`config.mk`:
```
export PLATFORM = sky130hd
export DESIGN_NAME = ksfi_ctrl
export DESIGN_NICKNAME = d
export VERILOG_FILES = /design/src/keyed_slot_find_or_insert_assert.svh /design/src/ksfi_pkg.sv /design/src/ksfi_ctrl.sv
export SDC_FILE = /design/constraint.sdc
export NUM_CORES = 1
export LEC_CHECK = 0
export CORE_AREA = 4 4 41 43
export DETAILED_ROUTE_END_ITERATION = 10
export DIE_AREA = 0 0 45 47
export DONT_BUFFER_PORTS = 1
export GPL_TIMING_DRIVEN = 0
export PLACE_DENSITY = 0.37
export SYNTH_ARGS = -nofsm -noshare
export SYNTH_HDL_FRONTEND = slang
export SYNTH_SLANG_ARGS = --single-unit
```
`constraint.sdc`:
```
create_clock -name clk_i -period 1.8 [get_ports clk_i]
set_clock_uncertainty 0.2 [all_clocks]
set_input_delay 0.09 -clock clk_i [delete_from_list [all_inputs] [get_ports clk_i]]
set_output_delay 0.09 -clock clk_i [all_outputs]
set_load 0.02 [all_outputs]
```
`src/keyed_slot_find_or_insert_assert.svh`:
```
// assertion macros for the keyed slot table
// every check is sampled on the rising edge of clk_i
`ifndef KEYED_SLOT_FIND_OR_INSERT_ASSERT_SVH
`define KEYED_SLOT_FIND_OR_INSERT_ASSERT_SVH

`ifndef SYNTHESIS

// check that is switched off while reset is held
`define KSFI_ASSERT(lbl, prop, msg) \
  lbl: assert property (@(posedge clk_i) disable iff (!rst_ni) prop) else $error(msg);

// check that also runs while reset is held
`define KSFI_ASSERT_ALWAYS(lbl, prop, msg) \
  lbl: assert property (@(posedge clk_i) prop) else $error(msg);

`else

`define KSFI_ASSERT(lbl, prop, msg)
`define KSFI_ASSERT_ALWAYS(lbl, prop, msg)

`endif

`endif

```
`src/ksfi_pkg.sv`:
```
package ksfi_pkg;

  localparam int SlotCount = 16;
  localparam int SlotIdxW  = (SlotCount > 1) ? $clog2(SlotCount) : 1;
  localparam int DataW     = 32;
  localparam int IdxOutW   = 4;

  localparam logic [SlotIdxW-1:0] LastSlot = SlotIdxW'(SlotCount - 1);

  typedef enum logic [1:0] {
    OUT_FOUND   = 2'd0,
    OUT_CREATED = 2'd1,
    OUT_FULL    = 2'd2
  } outcome_e;

  typedef enum logic [1:0] {
    ST_IDLE,
    ST_SCAN,
    ST_FILL,
    ST_RESP
  } ctrl_state_e;

  typedef struct packed {
    logic [DataW-1:0] lookup_key;
    logic [DataW-1:0] data_first;
    logic [DataW-1:0] data_second;
  } ksfi_req_t;

  typedef struct packed {
    outcome_e           outcome;
    logic [IdxOutW-1:0] slot_index;
    logic [DataW-1:0]   entry_sequence;
    logic [DataW-1:0]   entry_key;
    logic [DataW-1:0]   entry_first;
    logic [DataW-1:0]   entry_second;
  } ksfi_rsp_t;

  typedef struct packed {
    logic [DataW-1:0] key;
    logic [DataW-1:0] first;
    logic [DataW-1:0] second;
    logic [DataW-1:0] seq_num;
  } ksfi_entry_t;

  typedef struct packed {
    logic load_req;
    logic rd_en;
    logic cap_found;
    logic cap_full;
    logic fill;
    logic push;
  } ksfi_cmd_t;

  typedef struct packed {
    logic hit;
    logic cmp_last;
    logic have_empty;
  } ksfi_sts_t;

endpackage

```
`src/ksfi_ctrl.sv`:
```
module ksfi_ctrl (
  input  logic               clk_i,
  input  logic               rst_ni,
  input  logic               in_valid_i,
  output logic               in_ready_o,
  output logic               out_valid_o,
  input  logic               out_ready_i,
  input  ksfi_pkg::ksfi_sts_t sts_i,
  output ksfi_pkg::ksfi_cmd_t cmd_o
);
  import ksfi_pkg::*;

  ctrl_state_e state_q, state_d;
  logic        out_valid_q, out_valid_d;
  logic        slot_free;

  assign slot_free = !out_valid_q || out_ready_i;

  always_comb begin
    state_d = state_q;
    case (state_q)
      ST_IDLE: begin
        if (in_valid_i) state_d = ST_SCAN;
      end
      ST_SCAN: begin
        if (sts_i.hit) begin
          state_d = ST_RESP;
        end else if (sts_i.cmp_last) begin
          state_d = sts_i.have_empty ? ST_FILL : ST_RESP;
        end
      end
      ST_FILL: state_d = ST_RESP;
      ST_RESP: begin
        if (slot_free) state_d = ST_IDLE;
      end
      default: state_d = ST_IDLE;
    endcase
  end

  always_comb begin
    cmd_o      = '0;
    in_ready_o = 1'b0;
    case (state_q)
      ST_IDLE: begin
        in_ready_o     = 1'b1;
        cmd_o.load_req = in_valid_i;
      end
      ST_SCAN: begin
        cmd_o.rd_en     = 1'b1;
        cmd_o.cap_found = sts_i.hit;
        cmd_o.cap_full  = !sts_i.hit && sts_i.cmp_last && !sts_i.have_empty;
      end
      ST_FILL: cmd_o.fill = 1'b1;
      ST_RESP: cmd_o.push = slot_free;
      default: cmd_o = '0;
    endcase
  end

  always_comb begin
    out_valid_d = out_valid_q;
    if (cmd_o.push) begin
      out_valid_d = 1'b1;
    end else if (out_ready_i) begin
      out_valid_d = 1'b0;
    end
  end

  always_ff @(posedge clk_i or negedge rst_ni) begin
    if (!rst_ni) begin
      state_q     <= ST_IDLE;
      out_valid_q <= 1'b0;
    end else begin
      state_q     <= state_d;
      out_valid_q <= out_valid_d;
    end
  end

  assign out_valid_o = out_valid_q;

endmodule

```
==> metrics.cfg <==
[status]
status=completed

[logic_synthesis]
yosys-top-cells-area=dfrtp_1, ha_1, nand2b_1
yosysTopAreaCellShare_pct=28.4
ys_types=14
synth_area_um2=264
synth_nets=37
synth_enable_flop_cells=0
synth-seq-cells=3
syn_area_per_cell_um2=10.2
synthFlopType=dfrtp_1
ys_warn_count=0
synth_top_area_cell=dfrtp_1
ys_seq_area_share_pct=28.4
yosys-top-cells-count=ha_1, nand2b_1, and2_1, dfrtp_1, inv_1
async_flop_share_pct=100
netlist_instances=26

[clock_tree]
cts_buffer_depth=2
worstSkewPairLatency_ps=230
cts.sinks=3
cts_tree=built
clkTransAtPathRegs_ps=40
htree_num_levels=1
root_buffer=clkbuf_4
cts_buffers=3

[sta]
rsz0062_at_grt=no
hold_viol_final=0
max_freq_mhz=570
slew_headroom_pct=74.1
tightest_slew_ps=388
setup_ws_ps=45.9
setup_violations=0
slew_violations=0
fin_crit_sh_pct=97.5
layout_min_cycle_time_ps=1750

[grt]
grt_start_max_net_pins=6
grtUsageTotal_pct=5.69
grt_antenna_before_repair=0
globalRouteMet2Util_pct=10.2
busiest_layer=met2
grt_pass1_wl_um=883
gr-total-overflow=0
globalRouteMet3Util_pct=2.30
grt_pass1_vias=227
met1_usage_pct=6.15

[worst_setup_path]
rrSetupSlack_ps=50
cp_data_required_time_ps=1710
cp_max_fo=4
startpoint_type=flop
cpLargestDelayFamily=flip-flops
path_buf_inv=0
worstPathArrival_ps=1660
slowest_stage=dfrtp_2
critPathMaxStageDelay_ps=430
crit_path_cell_trace=ha_2 > and3b_1 > a211o_1 > mux2_4
worstSetupPathType=reg2reg
endpoint_kind=flop
timing.rr.start=state_q[0]$_DFFE_PN0P_
r2r-end=state_q[1]$_DFFE_PN0P_
rr_worst_depth=4

[cells_and_area]
multi_input_area_um2=215
drive_gt1_share_pct=40.0
regArea_um2=76.3
nFillCells=140
fin_nets=47
post_layout_nonfiller_instances=50
n_antenna_cell=0
syn2layout_area_growth_pct=52.6

[floorplanning]
rows=13
pin_count=15
dieHeight_um=47
die_w_um=45
initial_core_util_pct=20.3
coreArea_mm2=0.00130
fp.dieArea_mm2=0.00212

[route]
first_pass_iters=2
drcViolationCount=0
wl_per_cell_um=10.7
vias=215
wirelength_um=533
drtAntennaViolNets=0
viasPerCell=4.30
drt_iter0_drc=1

[placement]
place_ws_ps=-118
io_buffers=0
dp.cells=41
dp_hpwl_um=444
place_congestion=0.596

[power_and_ir_drop]
p_sw_share_pct=42.2
power_density_mw_per_mm2=1770
seq_power_share_pct=23.5
leakage_nw=0.184
comb_power_share_pct=60.6
p_sw_mw=0.300
p_int_mw=0.412
peakVddDrop_uv=559
clkPwrFrac_pct=15.9

[min_path]
worst_hold_path_type=in2out
min_from=sts_i[2]
hold_depth=1
holdPathEnd=cmd_o[2]

[flow_run]
maxCapViolCount=0

routing by layer:
layer	wire length (µm)	share of wire [%]	vias up
li1	-	-	110
met1	191	36	98
met2	298	56	7
met3	43	8.1	0
met4	0	0	0
met5	0	0	-
cells in the final DEF, fill, tap and decap left out, drive strengths merged, types with 2 or more instances in the layout:
cell type and n:
nand2b 4, clkbuf 4, inv 3, dfrtp 3
dlygate4sd3 4, buf 2, and2 3, ha 4
how the worst max path moves through the flow:
stage	from	to	slack, ps	cells after the start
2_1_floorplan	state_q[1]$_DFFE_PN0P_	state_q[1]$_DFFE_PN0P_	30	5
3_3_place_gp	state_q[1]$_DFFE_PN0P_	cmd_o[2]	-80	3
3_5_place_dp	state_q[0]$_DFFE_PN0P_	state_q[0]$_DFFE_PN0P_	-120	5
4_1_cts	state_q[0]$_DFFE_PN0P_	state_q[1]$_DFFE_PN0P_	4	4
5_1_grt	state_q[1]$_DFFE_PN0P_	state_q[1]$_DFFE_PN0P_	10	4
6_report	state_q[0]$_DFFE_PN0P_	state_q[1]$_DFFE_PN0P_	50	4
cell type report:
type | instances | area share, %
Tap cell | 15 | 4.66
Sequential cell | 3 | 18.9
Inverter | 3 | 2.80
Buffer | 1 | 1.86
Multi-Input combinational cell | 19 | 53.4
Clock buffer | 4 | 6.52
Timing Repair Buffer | 5 | 11.8
stage by stage:
step	area (µm²)	power (mW)	hold WS, ps	setup TNS, ps	util (%)
6_report	403	0.712	18.5	0	31.0
4_1_cts	382	0.686	18.0	0	29.3
3_3_place_gp	283	0.506	-406	-217	21.7
3_5_place_dp	283	0.513	-406	-297	21.7
5_1_grt	403	0.766	23.6	0	31.0
2_1_floorplan	264	0.460	-406	0	-
power groups by stage:
stage | Combinational [mW] | Clock [mW] | Sequential (mW)
after floorplan | 0.308 | 0 | 0.151
after global placement | 0.347 | 0 | 0.160
after detailed placement | 0.351 | 0 | 0.162
after CTS | 0.400 | 0.116 | 0.170
after global routing | 0.468 | 0.123 | 0.174
final | 0.432 | 0.113 | 0.167
cells by family (layout without fill, tap and decap cells):
| family | after synthesis | after routing | share of synthesized area, % |
|---|---|---|---|
| multiplexers | 1 | 1 | 5.69 |
| AND/OR/NAND/NOR | 11 | 11 | 30.3 |
| flip-flops | 3 | 3 | 28.4 |
| AO/OA/AOI/OAI | 3 | 3 | 9.48 |
| adder cells (fa/ha/maj) | 4 | 4 | 19.0 |
| buffers and inverters | 4 | 13 | 7.11 |
flip-flops by register name (all words and copies together), names as in the netlist:
register,flops
out_valid_o,1
state_q,2
timing repair:
action | CTS | global route
pin swaps | 0 | 0
setup endpoints to repair | 3 | 2
setup buffers | 0 | 1
hold endpoints to repair | 5 | 0
hold buffers | 4 | 0
resized for setup | 7 | 4
Note: power is estimated with default switching activity, not from simulation.
