<file path="src/keyed_slot_find_or_insert_assert.svh">
// assertion macros for the keyed slot table
// every check is sampled on the rising edge of clk_i
`ifndef KEYED_SLOT_FIND_OR_INSERT_ASSERT_SVH
`define KEYED_SLOT_FIND_OR_INSERT_ASSERT_SVH

`ifndef SYNTHESIS

// check that is switched off while reset is held
`define KSFI_ASSERT(lbl, prop, msg) \
  lbl: assert property (@(posedge clk_i) disable iff (!rst_ni) prop) else $error(msg);

// check that also runs while reset is held
`define KSFI_ASSERT_ALWAYS(lbl, prop, msg) \
  lbl: assert property (@(posedge clk_i) prop) else $error(msg);

`else

`define KSFI_ASSERT(lbl, prop, msg)
`define KSFI_ASSERT_ALWAYS(lbl, prop, msg)

`endif

`endif

</file>
<file path="src/ksfi_pkg.sv">
package ksfi_pkg;

  localparam int SlotCount = 16;
  localparam int SlotIdxW  = (SlotCount > 1) ? $clog2(SlotCount) : 1;
  localparam int DataW     = 32;
  localparam int IdxOutW   = 4;

  localparam logic [SlotIdxW-1:0] LastSlot = SlotIdxW'(SlotCount - 1);

  typedef enum logic [1:0] {
    OUT_FOUND   = 2'd0,
    OUT_CREATED = 2'd1,
    OUT_FULL    = 2'd2
  } outcome_e;

  typedef enum logic [1:0] {
    ST_IDLE,
    ST_SCAN,
    ST_FILL,
    ST_RESP
  } ctrl_state_e;

  typedef struct packed {
    logic [DataW-1:0] lookup_key;
    logic [DataW-1:0] data_first;
    logic [DataW-1:0] data_second;
  } ksfi_req_t;

  typedef struct packed {
    outcome_e           outcome;
    logic [IdxOutW-1:0] slot_index;
    logic [DataW-1:0]   entry_sequence;
    logic [DataW-1:0]   entry_key;
    logic [DataW-1:0]   entry_first;
    logic [DataW-1:0]   entry_second;
  } ksfi_rsp_t;

  typedef struct packed {
    logic [DataW-1:0] key;
    logic [DataW-1:0] first;
    logic [DataW-1:0] second;
    logic [DataW-1:0] seq_num;
  } ksfi_entry_t;

  typedef struct packed {
    logic load_req;
    logic rd_en;
    logic cap_found;
    logic cap_full;
    logic fill;
    logic push;
  } ksfi_cmd_t;

  typedef struct packed {
    logic hit;
    logic cmp_last;
    logic have_empty;
  } ksfi_sts_t;

endpackage

</file>
<file path="src/ksfi_dp.sv">
module ksfi_dp (
  input  logic               clk_i,
  input  logic               rst_ni,
  input  ksfi_pkg::ksfi_cmd_t cmd_i,
  input  ksfi_pkg::ksfi_req_t req_i,
  output ksfi_pkg::ksfi_sts_t sts_o,
  output ksfi_pkg::ksfi_rsp_t rsp_o
);
  import ksfi_pkg::*;

  ksfi_entry_t          mem_q [SlotCount];
  ksfi_entry_t          rd_q;
  logic [SlotCount-1:0] occ_q;
  logic                 rd_occ_q;
  logic [SlotIdxW-1:0]  scan_cnt_q, rd_idx_q, empty_idx_q;
  logic                 cmp_vld_q, have_empty_q;
  ksfi_req_t            req_q;
  logic [DataW-1:0]     seq_q, seq_inc;
  ksfi_rsp_t            res_q, out_q;
  logic                 cmp_en, cur_empty;

  assign seq_inc   = seq_q + DataW'(1);
  assign cmp_en    = cmp_vld_q && cmd_i.rd_en;
  assign cur_empty = cmp_en && !rd_occ_q;

  assign sts_o.hit        = cmp_en && rd_occ_q && (rd_q.key == req_q.lookup_key);
  assign sts_o.cmp_last   = cmp_en && (rd_idx_q == LastSlot);
  assign sts_o.have_empty = have_empty_q || cur_empty;

  // slot storage, no reset: only occupied slots are ever compared
  always_ff @(posedge clk_i) begin
    if (cmd_i.fill) begin
      mem_q[empty_idx_q] <= '{key:     req_q.lookup_key,
                              first:   req_q.data_first,
                              second:  req_q.data_second,
                              seq_num: seq_inc};
    end
    if (cmd_i.rd_en) begin
      rd_q <= mem_q[scan_cnt_q];
    end
  end

  always_ff @(posedge clk_i or negedge rst_ni) begin
    if (!rst_ni) begin
      occ_q        <= '0;
      rd_occ_q     <= 1'b0;
      scan_cnt_q   <= '0;
      rd_idx_q     <= '0;
      empty_idx_q  <= '0;
      cmp_vld_q    <= 1'b0;
      have_empty_q <= 1'b0;
      seq_q        <= '0;
    end else begin
      cmp_vld_q <= cmd_i.rd_en;
      if (cmd_i.load_req) begin
        scan_cnt_q   <= '0;
        have_empty_q <= 1'b0;
      end else begin
        if (cmd_i.rd_en) begin
          rd_occ_q <= occ_q[scan_cnt_q];
          rd_idx_q <= scan_cnt_q;
          if (scan_cnt_q != LastSlot) scan_cnt_q <= scan_cnt_q + SlotIdxW'(1);
        end
        if (cur_empty) begin
          have_empty_q <= 1'b1;
          empty_idx_q  <= rd_idx_q;
        end
      end
      if (cmd_i.fill) begin
        occ_q[empty_idx_q] <= 1'b1;
        seq_q              <= seq_inc;
      end
    end
  end

  always_ff @(posedge clk_i) begin
    if (cmd_i.load_req) req_q <= req_i;
    if (cmd_i.cap_found) begin
      res_q <= '{outcome:        OUT_FOUND,
                 slot_index:     IdxOutW'(rd_idx_q),
                 entry_sequence: rd_q.seq_num,
                 entry_key:      rd_q.key,
                 entry_first:    rd_q.first,
                 entry_second:   rd_q.second};
    end else if (cmd_i.cap_full) begin
      res_q <= '{outcome: OUT_FULL, slot_index: '0, entry_sequence: '0,
                 entry_key: '0, entry_first: '0, entry_second: '0};
    end else if (cmd_i.fill) begin
      res_q <= '{outcome:        OUT_CREATED,
                 slot_index:     IdxOutW'(empty_idx_q),
                 entry_sequence: seq_inc,
                 entry_key:      req_q.lookup_key,
                 entry_first:    req_q.data_first,
                 entry_second:   req_q.data_second};
    end
    if (cmd_i.push) out_q <= res_q;
  end

  assign rsp_o = out_q;

endmodule

</file>
<file path="config.mk">
export PLATFORM = sky130hd
export DESIGN_NAME = ksfi_dp
export DESIGN_NICKNAME = d
export VERILOG_FILES = /design/src/keyed_slot_find_or_insert_assert.svh /design/src/ksfi_pkg.sv /design/src/ksfi_dp.sv
export SDC_FILE = /design/constraint.sdc
export NUM_CORES = 2
export LEC_CHECK = 0
export BUFFER_PORTS_ARGS = -buffer_cell sky130_fd_sc_hd__buf_2
export CAP_MARGIN = 10
export CORE_MARGIN = 2
export CORE_UTILIZATION = 45
export DETAILED_ROUTE_END_ITERATION = 12
export PLACE_DENSITY = 0.67
export REMOVE_ABC_BUFFERS = 1
export SYNTH_ARGS = -nofsm -noshare
export SYNTH_HDL_FRONTEND = slang
export SYNTH_SLANG_ARGS = --single-unit
export TNS_END_PERCENT = 20
</file>
<file path="constraint.sdc">
create_clock -name clk_i -period 34.9 [get_ports clk_i]
set_input_delay 6.98 -clock clk_i [delete_from_list [all_inputs] [get_ports clk_i]]
set_output_delay 6.98 -clock clk_i [all_outputs]
set_load 0.02 [all_outputs]
</file>
==> summary.txt <==
Floorplan
  • Die W: 467.6 µm
  • Core area: around 210,000 µm²
  • DIE AREA: roughly 220,000 µm²
  • Initial core utilization: 45.16%
  • Boundary Pins: 241
  • Row count: 170
  • Die height: ~470 µm

Global route
  • Overflow after GRT: 0
  • First-pass GRT wire length: 312.6 mm
  • GRT Resource Usage Total: 19.83%
  • Number of global-route vias before repair: 44,632
  • Largest net degree at the start of global routing: 141
  • Initial antenna violation count: 15

Routing
  • Initial DRC count: a little under 5,000
  • Via Count: ~43,000
  • Routed Antenna Nets: 0
  • Post-DR wirelength/cell: 29.21 µm
  • Via density: 5.857
  • Residual DRC count: 0
  • Final Routed Wirelength: 215.9 mm
  • Pre-antenna DRT Iters: 5

Synthesis
  • Sequential area share after synthesis: between 80% and 90%
  • Synth Warn #: 0
  • Post-synth top flop: edfxtp_1
  • FFs w/ async S/R, synth: 2.420%
  • Post-synth top area share: between 70% and 80%
  • Unique masters post-synth: 53
  • Cells after synthesis: 3,946
  • Post-synth top cells: edfxtp_1 (2,538), mux4_2 (643), clkbuf_1 (122)
  • Most instantiated library cell after synthesis: edfxtp_1
  • Syn Area/Cell: approximately 25 µm²
  • Post-Synthesis Cell Area: roughly 97,000 µm²
  • Synth area leaders: edfxtp_1 (79%), mux4_2 (15%), dfrtp_1 (1.6%), a22o_1 (1.1%), xor2_1 (0.57%)
  • Yosys reg bits: 2,603
  • EDFF count, synth: 2,538
  • Area leader, netlist: edfxtp_1

Timing
  • Setup TNS: 0 ns
  • Tmin final: 15.65 ns
  • Fin. max-slew vios: 0
  • Rel. slew slack: between 20% and 30%
  • Worst setup margin: 19.25 ns
  • Final clock period utilization by the worst path: 44.85%
  • Fmax: roughly 64 MHz
  • # setup viols final: 0
  • Worst clock skew: 0.04898 ns
  • Final hold violation count: 0
  • Unrepaired setup endpoints after global routing: no
  • Worst-Margin Slew: roughly 1.2 ns

Critical path
  • Critical path's slowest cell: clkbuf_8
  • Critical Path AT: 8.67 ns
  • Worst setup EP type: primary output
  • WS Path Type: primary input to primary output
  • Startpoint Class: primary input
  • Crit path largest cell delay: 0.48 ns
  • CP Data Required Time: between 20 and 30 ns
  • Crit-path max FO: 54
  • Crit path cell chain: clkbuf_8 -> nand2_1 -> nor3b_1 -> nand4_1 -> nor3_1 -> buf_2
  • R2r worst-path depth: 5

Cells and area
  • Layout area overhead: 14.09%
  • Filler Cell Count: ~16,000
  • Layout cell share with drive strength beyond 1: 31.03%
  • Util after Layout: ~50%
  • Finished Cell Area: 110,400 µm²
  • Nets@finish: 4,465
  • Finished Layout Cells: 7,391

Hold path
  • Worst hold stages: 0
  • Hold Crit Class: flop to flop

Status
  • Status: finished clean

Placed design
  • Pre-CTS setup slack: 19.15 ns
  • Cell count after placement: 6,906
  • Dpl hpwl: 106.0 mm
  • Port bufs: 240
  • RePlAce Congestion: roughly 0.75
  • Dpl cell area: between 100,000 and 150,000 µm²

Power and ir drop
  • PwrDens: about 64 nW/µm²
  • Max rail drop VDD: around 0.063 mV
  • Pleak: 0.03522 µW

Clock network
  • Clock sinks: around 2,600
  • Skew-Pair Late Insertion Delay: 0.91 ns
  • CTS tree: built
  • Hold buffer count at cts: 0
  • Post-CTS setup buffers: 0
  • Number of CTS-inserted buffers: 281
  • Root Driver: clkbuf_16
  • Htree depth: 5
  • PostCTS Resize Cnt: 0
  • Clock edge transition at the registers on the reported setup and hold paths: 0.06 ns
  • Clk buf depth: 4

Flow run
  • Max Cap Viol: 0
worst paths after layout:
| check | start | end | slack (ns) |
|---|---|---|---|
| max | cmd_i[4] | sts_o[2] | 19.25 |
| min | res_q[22] | rsp_o[22] | 0.41 |
| max reg2reg | scan_cnt_q[0] | rd_q[115] | 30.09 |
| min reg2reg | res_q[22] | rsp_o[22] | 0.41 |
| max in group asynchronous | rst_ni | scan_cnt_q[0] | 27.76 |
| min in group asynchronous | rst_ni | seq_q[31] | 5.88 |
report_power, final:
group	leakage, µW	total [µW]	internal [µW]	switching [µW]
Combinational	0.00644	456	204	252
Clock	0.00426	2860	1700	1160
Sequential	0.0245	3740	3640	105
cell families after synthesis:
kind of cell / share of synthesized area, %
mux: 15.12
fa+ha+maj: 0.02587
flops: 80.46
simple gates: 1.314
buf+inv: 0.9365
xor+xnor: 0.8511
compound gates: 1.295
critical path, delay by kind of cell:
| family | cells | cell delay [ns] |
|---|---|---|
| AND/OR/NAND/NOR | 4 | 0.92 |
| buffers and inverters | 2 | 0.70 |
cell type report:
| type | count | area [µm²] | share of cell area (%) |
|---|---|---|---|
| inverters | 5 | 18.77 | 0.01701 |
| well taps | 2838 | 3551 | 3.218 |
| repair buffers | 338 | 2077 | 1.882 |
| clock buffers | 338 | 7446 | 6.747 |
| multi-input cells | 1130 | 18120 | 16.42 |
| flip-flops and latches | 2603 | 77840 | 70.54 |
| diodes | 3 | 7.507 | 0.006802 |
| clock inverters | 136 | 1301 | 1.179 |
registers in the layout, summed over array words and instances, names as in the netlist:
signal	count
mem_q	2048
res_q	134
rsp_o	134
rd_q	128
req_q	96
seq_q	32
occ_q	16
empty_idx_q	4
rd_idx_q	4
scan_cnt_q	4
cmp_vld_q	1
have_empty_q	1
rd_occ_q	1
metrics by stage:
step	hold WS, ns	power [µW]
finish	0.4146	7060
global route	0.4235	7279
CTS	0.4182	7129
detailed placement	0.4054	4268
global placement	0.4009	4254
floorplan	0.4003	4259
layer usage:
layer	vias up	share of wire [%]	global-route usage (%)
met5	-	0.0093	0
li1	17757	-	-
met1	23407	42	28.30
met4	2	2.9	6.276
met2	1758	48	31.38
met3	364	7.3	3.477
cell usage in the layout, fill, tap and decap left out, types with 7 or more instances in the layout:
| master | count |
|---|---|
| a221o_1 | 7 |
| a22o_1 | 116 |
| buf_12 | 9 |
| buf_2 | 237 |
| buf_4 | 88 |
| bufinv_16 | 26 |
| clkbuf_1 | 46 |
| clkbuf_16 | 289 |
| clkinv_1 | 58 |
| clkinv_2 | 38 |
| clkinvlp_4 | 10 |
| dfrtp_1 | 59 |
| edfxtp_1 | 2538 |
| mux2_2 | 10 |
| mux4_2 | 643 |
| nand2_1 | 42 |
| nand3_1 | 32 |
| nand4_1 | 18 |
| nor2_1 | 31 |
| nor2_4 | 9 |
| nor3_1 | 14 |
| nor3_2 | 11 |
| nor4_1 | 18 |
| or2_2 | 16 |
| xnor2_1 | 31 |
| xor2_1 | 63 |
Note: power is estimated with default switching activity, not from simulation.
